`config.mk`:
```
export PLATFORM = sky130hd
export DESIGN_NAME = stack_insert_after_key_core
export DESIGN_NICKNAME = d
export VERILOG_FILES = /design/src/design/siak_pkg.sv /design/src/design/stack_insert_after_key_core.sv
export SDC_FILE = /design/constraint.sdc
export NUM_CORES = 1
export LEC_CHECK = 0
export BUFFER_PORTS_ARGS = -buffer_cell sky130_fd_sc_hd__clkbuf_2
export CAP_MARGIN = 20
export CORE_MARGIN = 2
export CORE_UTILIZATION = 55
export CTS_CLUSTER_DIAMETER = 200
export DETAILED_ROUTE_END_ITERATION = 12
export PLACE_DENSITY = 0.72
export SLEW_MARGIN = 15
export SYNTH_ARGS = -nofsm -noshare
export SYNTH_HDL_FRONTEND = slang
export SYNTH_SLANG_ARGS = --single-unit
```
`constraint.sdc`:
```
create_clock -name clock -period 4.7 [get_ports clock]
set_clock_uncertainty 0.05 [all_clocks]
set_input_delay 0.235 -clock clock [delete_from_list [all_inputs] [get_ports clock]]
set_output_delay 0.235 -clock clock [all_outputs]
set_load 0.02 [all_outputs]
```
`src/design/siak_pkg.sv`:
```
`default_nettype none

package siak_pkg;

   localparam int OCC_WIDTH = 5;

   // operation codes
   localparam logic [1:0] FUNC_PUSH   = 2'd0;
   localparam logic [1:0] FUNC_INSERT = 2'd1;
   localparam logic [1:0] FUNC_DUMP   = 2'd2;
   localparam logic [1:0] FUNC_UNUSED = 2'd3;

   // result status codes
   localparam logic [1:0] STATUS_OK    = 2'd0;
   localparam logic [1:0] STATUS_NOKEY = 2'd1;
   localparam logic [1:0] STATUS_FULL  = 2'd2;
   localparam logic [1:0] STATUS_EMPTY = 2'd3;

   typedef struct packed {
      logic [1:0] func;
      logic [7:0] value;
      logic [7:0] key;
   } req_type;

   typedef struct packed {
      logic [1:0]           status;
      logic [7:0]           data;
      logic [OCC_WIDTH-1:0] occupancy;
      logic                 last;
   } rsp_type;

endpackage

`default_nettype wire

```
`src/design/stack_insert_after_key_core.sv`:
```
`default_nettype none

// Bounded byte stack with push, insert-below-key and full read-out.
// Request channel: a beat is taken at a clock edge with start high and busy
// low; req_payload carries func, value and key. Busy stays high while an
// insert or a read-out walks the stack memory.
// Result channel: rsp_strobe marks rsp_payload for exactly one cycle; the
// receiver cannot stall it. Every operation but code 3 ends with a beat that has last set.
// Timing, with n elements held:
//   push, or a rejection for a full or empty stack: result in the cycle after
//   acceptance, and the next request may be taken in that same cycle.
//   insert, key found: one memory read a cycle for the search from the top,
//   then one copy a cycle for the shift, then the write of the value.
//   insert, key missing: the search reads down to the bottom before the result.
//   read-out: n beats on consecutive cycles, the first after the memory read
//   register and the result register; the single memory read port sets the
//   rate of one element a cycle.
// Operation code 3 is dropped with no result. Reset empties the stack; memory
// contents are not cleared, since entries at or above the count are never read.
module stack_insert_after_key_core
   import siak_pkg::*;
#(
   parameter int STACK_DEPTH = 16
) (
   input  wire logic    clock,
   input  wire logic    reset,
   input  wire logic    start,
   output logic         busy,
   input  wire req_type req_payload,
   output logic         rsp_strobe,
   output rsp_type      rsp_payload
);

   localparam int AW = (STACK_DEPTH > 1) ? $clog2(STACK_DEPTH) : 1;
   localparam int CW = $clog2(STACK_DEPTH + 1);

   typedef enum logic [2:0] {
      S_IDLE,
      S_SCAN,
      S_SHIFT,
      S_PLACE,
      S_DUMP
   } state_type;

   state_type       state_ff, state_in;
   logic [CW-1:0]   count_ff, count_in;
   logic [AW-1:0]   walk_addr_ff, walk_addr_in;
   logic [AW-1:0]   cmp_addr_ff, cmp_addr_in;
   logic            cmp_valid_ff, cmp_valid_in;
   logic [AW-1:0]   pos_ff, pos_in;
   logic [7:0]      value_ff, value_in;
   logic [7:0]      key_ff, key_in;
   logic            rsp_valid_ff, rsp_valid_in;
   rsp_type         rsp_ff, rsp_in;

   logic [7:0]      mem [STACK_DEPTH];
   logic [7:0]      rd_data_ff;
   logic            mem_we;
   logic [AW-1:0]   mem_waddr;
   logic [7:0]      mem_wdata;

   logic            accept;
   logic            full;

   assign busy        = (state_ff != S_IDLE);
   assign accept      = start && !busy;
   assign full        = (count_ff >= CW'(STACK_DEPTH));
   assign rsp_strobe  = rsp_valid_ff;
   assign rsp_payload = rsp_ff;

   // one write port; the read address is always the walk pointer
   always_ff @(posedge clock) begin
      if (mem_we) begin
         mem[mem_waddr] <= mem_wdata;
      end
      rd_data_ff <= mem[walk_addr_ff];
   end

   always_comb begin
      state_in     = state_ff;
      count_in     = count_ff;
      walk_addr_in = walk_addr_ff;
      cmp_addr_in  = walk_addr_ff;
      cmp_valid_in = 1'b0;
      pos_in       = pos_ff;
      value_in     = value_ff;
      key_in       = key_ff;
      rsp_valid_in = 1'b0;
      rsp_in       = rsp_ff;
      mem_we       = 1'b0;
      mem_waddr    = walk_addr_ff;
      mem_wdata    = value_ff;

      unique case (state_ff)
         S_IDLE: begin
            if (accept) begin
               value_in = req_payload.value;
               key_in   = req_payload.key;
               rsp_in.data = '0;
               rsp_in.last = 1'b1;
               unique case (req_payload.func)
                  FUNC_PUSH: begin
                     rsp_valid_in = 1'b1;
                     if (full) begin
                        rsp_in.status = STATUS_FULL;
                     end else begin
                        mem_we        = 1'b1;
                        mem_waddr     = AW'(count_ff);
                        mem_wdata     = req_payload.value;
                        count_in      = count_ff + 1'b1;
                        rsp_in.status = STATUS_OK;
                     end
                  end
                  FUNC_INSERT: begin
                     if (full) begin
                        rsp_valid_in  = 1'b1;
                        rsp_in.status = STATUS_FULL;
                     end else if (count_ff == '0) begin
                        rsp_valid_in  = 1'b1;
                        rsp_in.status = STATUS_NOKEY;
                     end else begin
                        state_in     = S_SCAN;
                        walk_addr_in = AW'(count_ff - 1'b1);
                     end
                  end
                  FUNC_DUMP: begin
                     if (count_ff == '0) begin
                        rsp_valid_in  = 1'b1;
                        rsp_in.status = STATUS_EMPTY;
                     end else begin
                        state_in     = S_DUMP;
                        walk_addr_in = AW'(count_ff - 1'b1);
                     end
                  end
                  default: begin
                     // unused code: drop
                  end
               endcase
            end
         end

         S_SCAN: begin
            if (cmp_valid_ff && (rd_data_ff == key_ff)) begin
               pos_in       = cmp_addr_ff;
               state_in     = S_SHIFT;
               walk_addr_in = AW'(count_ff - 1'b1);
            end else if (cmp_valid_ff && (cmp_addr_ff == '0)) begin
               rsp_valid_in  = 1'b1;
               rsp_in.status = STATUS_NOKEY;
               rsp_in.data   = '0;
               rsp_in.last   = 1'b1;
               state_in      = S_IDLE;
            end else begin
               cmp_valid_in = 1'b1;
               walk_addr_in = walk_addr_ff - 1'b1;
            end
         end

         S_SHIFT: begin
            // move each element from the top down to the key up by one
            if (cmp_valid_ff) begin
               mem_we    = 1'b1;
               mem_waddr = cmp_addr_ff + 1'b1;
               mem_wdata = rd_data_ff;
            end
            if (cmp_valid_ff && (cmp_addr_ff == pos_ff)) begin
               state_in = S_PLACE;
            end else begin
               cmp_valid_in = 1'b1;
               walk_addr_in = walk_addr_ff - 1'b1;
            end
         end

         S_PLACE: begin
            mem_we        = 1'b1;
            mem_waddr     = pos_ff;
            mem_wdata     = value_ff;
            count_in      = count_ff + 1'b1;
            rsp_valid_in  = 1'b1;
            rsp_in.status = STATUS_OK;
            rsp_in.data   = '0;
            rsp_in.last   = 1'b1;
            state_in      = S_IDLE;
         end

         S_DUMP: begin
            if (cmp_valid_ff) begin
               rsp_valid_in  = 1'b1;
               rsp_in.status = STATUS_OK;
               rsp_in.data   = rd_data_ff;
               rsp_in.last   = (cmp_addr_ff == '0);
            end
            if (cmp_valid_ff && (cmp_addr_ff == '0)) begin
               state_in = S_IDLE;
            end else begin
               cmp_valid_in = 1'b1;
               walk_addr_in = walk_addr_ff - 1'b1;
            end
         end

         default: begin
            state_in = S_IDLE;
         end
      endcase

      if (rsp_valid_in) begin
         rsp_in.occupancy = OCC_WIDTH'(count_in);
      end
   end

   always_ff @(posedge clock) begin
      if (reset) begin
         state_ff     <= S_IDLE;
         count_ff     <= '0;
         cmp_valid_ff <= 1'b0;
         rsp_valid_ff <= 1'b0;
      end else begin
         state_ff     <= state_in;
         count_ff     <= count_in;
         cmp_valid_ff <= cmp_valid_in;
         rsp_valid_ff <= rsp_valid_in;
      end
      walk_addr_ff <= walk_addr_in;
      cmp_addr_ff  <= cmp_addr_in;
      pos_ff       <= pos_in;
      value_ff     <= value_in;
      key_ff       <= key_in;
      rsp_ff       <= rsp_in;
   end

   a_count_bound: assert property (@(posedge clock) disable iff (reset)
      count_ff <= CW'(STACK_DEPTH))
      else $error("stack count above depth");

   a_dump_burst: assert property (@(posedge clock) disable iff (reset)
      (rsp_strobe && !rsp_payload.last) |=> rsp_strobe)
      else $error("read-out beats not on consecutive cycles");

   a_push_latency: assert property (@(posedge clock) disable iff (reset)
      (accept && (req_payload.func == FUNC_PUSH)) |=> (rsp_strobe && !busy))
      else $error("push result missing");

   a_op_progress: assert property (@(posedge clock) disable iff (reset)
      (accept && (req_payload.func != FUNC_UNUSED)) |=> (rsp_strobe || busy))
      else $error("accepted operation neither answered nor in progress");

   a_place_count: assert property (@(posedge clock) disable iff (reset)
      (state_ff == S_PLACE) |=> (count_ff == $past(count_ff) + 1'b1))
      else $error("insert did not grow the stack");

endmodule

`default_nettype wire

```
==> flow_metrics.py <==
metrics = {
    "run_status": {
        "outcome": "finished, final reports clean",
    },
    "placement": {
        "port-buffer-count": 38,
        "pre_cts_slack_ns": 1.529,
        "dp_hpwl_mm": 11.81,
        "placedCellCount": 713,
        "placed_cell_area_um2": 8417,
        "gp_congestion": 0.9593,
    },
    "sta": {
        "setup_viol": 0,
        "setup_tns_ns": 0,
        "drv_slew": 0,
        "final.setup.worst_slack_ns": 1.470,
        "holdWs_ns": 0.06225,
        "worst_pin_slew_ns": 1.031,
        "rsz0062_at_grt": "no",
        "slew_headroom_pct": 31.15,
        "finalCritPeriodShare_pct": 68.72,
        "fmax_ghz": 0.3096,
        "period_needed_ns": 3.230,
        "hold_viol": 0,
    },
    "global_routing": {
        "track_usage_pct": 24.34,
        "antenna_found_initial": 0,
        "grt-ovfl-total": 0,
        "grt_max_degree": 39,
        "grt_pass1_wl_mm": 28.40,
        "grt_pass1_vias": 4823,
    },
    "layout": {
        "fin_util_pct": 63.36,
        "area_growth_pct": 13.06,
        "num_antenna_cells": 0,
        "layout-drive-gt1-share_pct": 22.53,
        "stdcell_area_um2": 9174,
        "nets": 595,
        "stdcell_count": 761,
    },
    "logic_synthesis": {
        "syn_area_per_cell_um2": 15.82,
        "yosysSeqAreaShare_pct": 67.60,
        "synth_edf_count": 168,
        "yosys_most_used_dff": "edfxtp_1",
        "synth_top_cell_by_area": "edfxtp_1",
        "synth_warnings": 0,
        "syn_inst": 513,
        "synthTopCellsByArea": "edfxtp_1 62%, mux4_2 11%, dfxtp_1 5.4%, nor2_1 2.0%, ha_1 1.5%",
        "synthArstFlopShare_pct": 0,
        "synth_area_um2": 8114,
        "synth_top_area_share_pct": 62.17,
        "ys_types": 55,
        "syn_nets": 544,
        "synth-seq-cells": 190,
    },
    "die": {
        "fp.dieH_um": 125.5,
        "fp-row-count": 44,
        "io_pins": 39,
        "die_area_um2": 15740,
        "core_area_um2": 14480,
        "start_util_pct": 56.04,
        "die_w_um": 125.5,
    },
    "clock_tree": {
        "post_cts_buffers": 0,
        "cts_hold_buffers": 16,
        "cts.sinks": 190,
        "clk_pin_slew_ns": 0.07,
        "clock_latency_ns": 0.44,
        "ctsResizeCount": 0,
        "cts_tree": "done",
        "cts_buffers": 17,
        "root_buffer": "clkbuf_16",
        "clockBufferDepth": 2,
        "cts_htree_levels": 4,
    },
    "setup_path": {
        "r2r_slack_ns": 1.47,
        "timing.rr.end": "mem[6][4]",
        "endpoint_kind": "flop",
        "cp-start-kind": "flop",
        "crit_type": "flop to flop",
        "worstPathArrival_ns": 3.25,
        "r2r-start": "state_ff[2]",
        "reg2reg_depth": 6,
        "worstPathMaxFanout": 29,
        "worstPathRequired_ns": 4.72,
    },
    "hold_path": {
        "holdPathStages": 2,
        "hold_end": "count_ff[4]",
        "hp-class": "input port to flop",
        "hp-start": "reset",
    },
    "power": {
        "power_density_nw_per_um2": 386.7,
        "cellLeakagePower_nw": 3.145,
        "power.total_mw": 3.548,
        "peakVddDrop_uv": 382.4,
    },
    "route": {
        "drc_errors": 0,
        "wl_per_cell_um": 23.63,
        "drt_wl_total_mm": 17.98,
        "postRouteAntennaNets": 0,
        "first_pass_iters": 5,
        "drtIter0Drc": 757,
        "via_per_inst": 6.352,
        "vias": 4834,
    },
    "run": {
        "maxCapViolCount": 0,
    },
}
[sequential cells by signal, summed over array words and instances, names as in the netlist, 4 cells and up]
name         flops
rd_data_ff       8
cmp_addr_in      4
key_ff           8
mem            128
count_ff         5
pos_ff           4
rsp_payload     16
cmp_addr_ff      4
value_ff         8
[critical path, stage by stage, from the launching register on]
cell and delay (ns):
dfxtp_1 0.65, nor3_4 0.46, inv_2 0.13, nor2_2 0.48
a221o_1 0.30, nand2_2 0.09, nor2_1 0.68
[metal layers]
layer	vias to the layer above	wire length [um]	global-route usage (%)
met5	-	0	0
met4	0	222	7.124
met3	23	1361	5.263
met2	246	8593	37.46
met1	2463	7805	35.62
li1	2102	-	-
[cells by family (layout without fill, tap and decap cells)]
| kind of cell | count (synthesis) | count (layout) | synth area share [%] |
|---|---|---|---|
| multiplexers | 41 | 41 | 11.24 |
| AO/OA/AOI/OAI | 76 | 76 | 6.461 |
| XOR/XNOR | 19 | 19 | 2.051 |
| adder cells (fa/ha/maj) | 10 | 10 | 1.542 |
| AND/OR/NAND/NOR | 137 | 137 | 8.635 |
| buffers and inverters | 40 | 104 | 2.467 |
| flip-flops | 190 | 190 | 67.60 |
[cell usage in the layout (no fill, tap or decap), types with 9 or more instances in the layout]
master         instances
a22oi_1                9
clkbuf_2              38
nand2_1               32
inv_1                 10
a21oi_1               17
clkbuf_16             17
ha_1                  10
dlygate4sd3_1         16
nand3_1               13
xnor2_1               13
edfxtp_1             168
mux4_2                40
and3_1                 9
nor2_1                44
dfxtp_1               22
[worst max-delay path by stage]
| stage | start | to | cells past startpoint |
|---|---|---|---|
| after global routing | state_ff[2] | mem[7][4] | 6 |
| after floorplan | req_payload[16] | mem[0][0] | 8 |
| final | state_ff[2] | mem[6][4] | 6 |
| after detailed placement | state_ff[2] | mem[6][4] | 6 |
| after global placement | state_ff[2] | mem[7][2] | 6 |
| after CTS | state_ff[2] | mem[6][4] | 6 |
[cell type report]
type / instances / area, um2
sequential: 190 / 5485
inverter: 14 / 52.55
timing repair buffer: 58 / 380.4
tap: 184 / 230.2
clock inverter: 15 / 171.4
clock buffer: 17 / 425.4
multi-input combinational: 283 / 2429
fill: 977 / 5305
[power by group]
group          internal, mW  total, mW  switching, mW
Sequential             1.88       1.91         0.0238
Combinational        0.0750      0.200          0.125
Clock                 0.758       1.44          0.685
Total                  2.71       3.55          0.834
[cell usage after synthesis, drive strengths merged, types with 4 or more instances]
| cell | count |
|---|---|
| a21oi | 17 |
| a31oi | 5 |
| dfxtp | 22 |
| ha | 10 |
| nor3 | 9 |
| mux4 | 40 |
| nand2 | 36 |
| o21ai | 12 |
| clkbuf | 9 |
| a22oi | 9 |
| o22ai | 7 |
| xor2 | 6 |
| xnor2 | 13 |
| buf | 17 |
| inv | 14 |
| edfxtp | 168 |
| nor2b | 7 |
| and3 | 9 |
| nor2 | 45 |
| nand3 | 13 |
| o31ai | 4 |
Power figures use the tool's default switching activity.
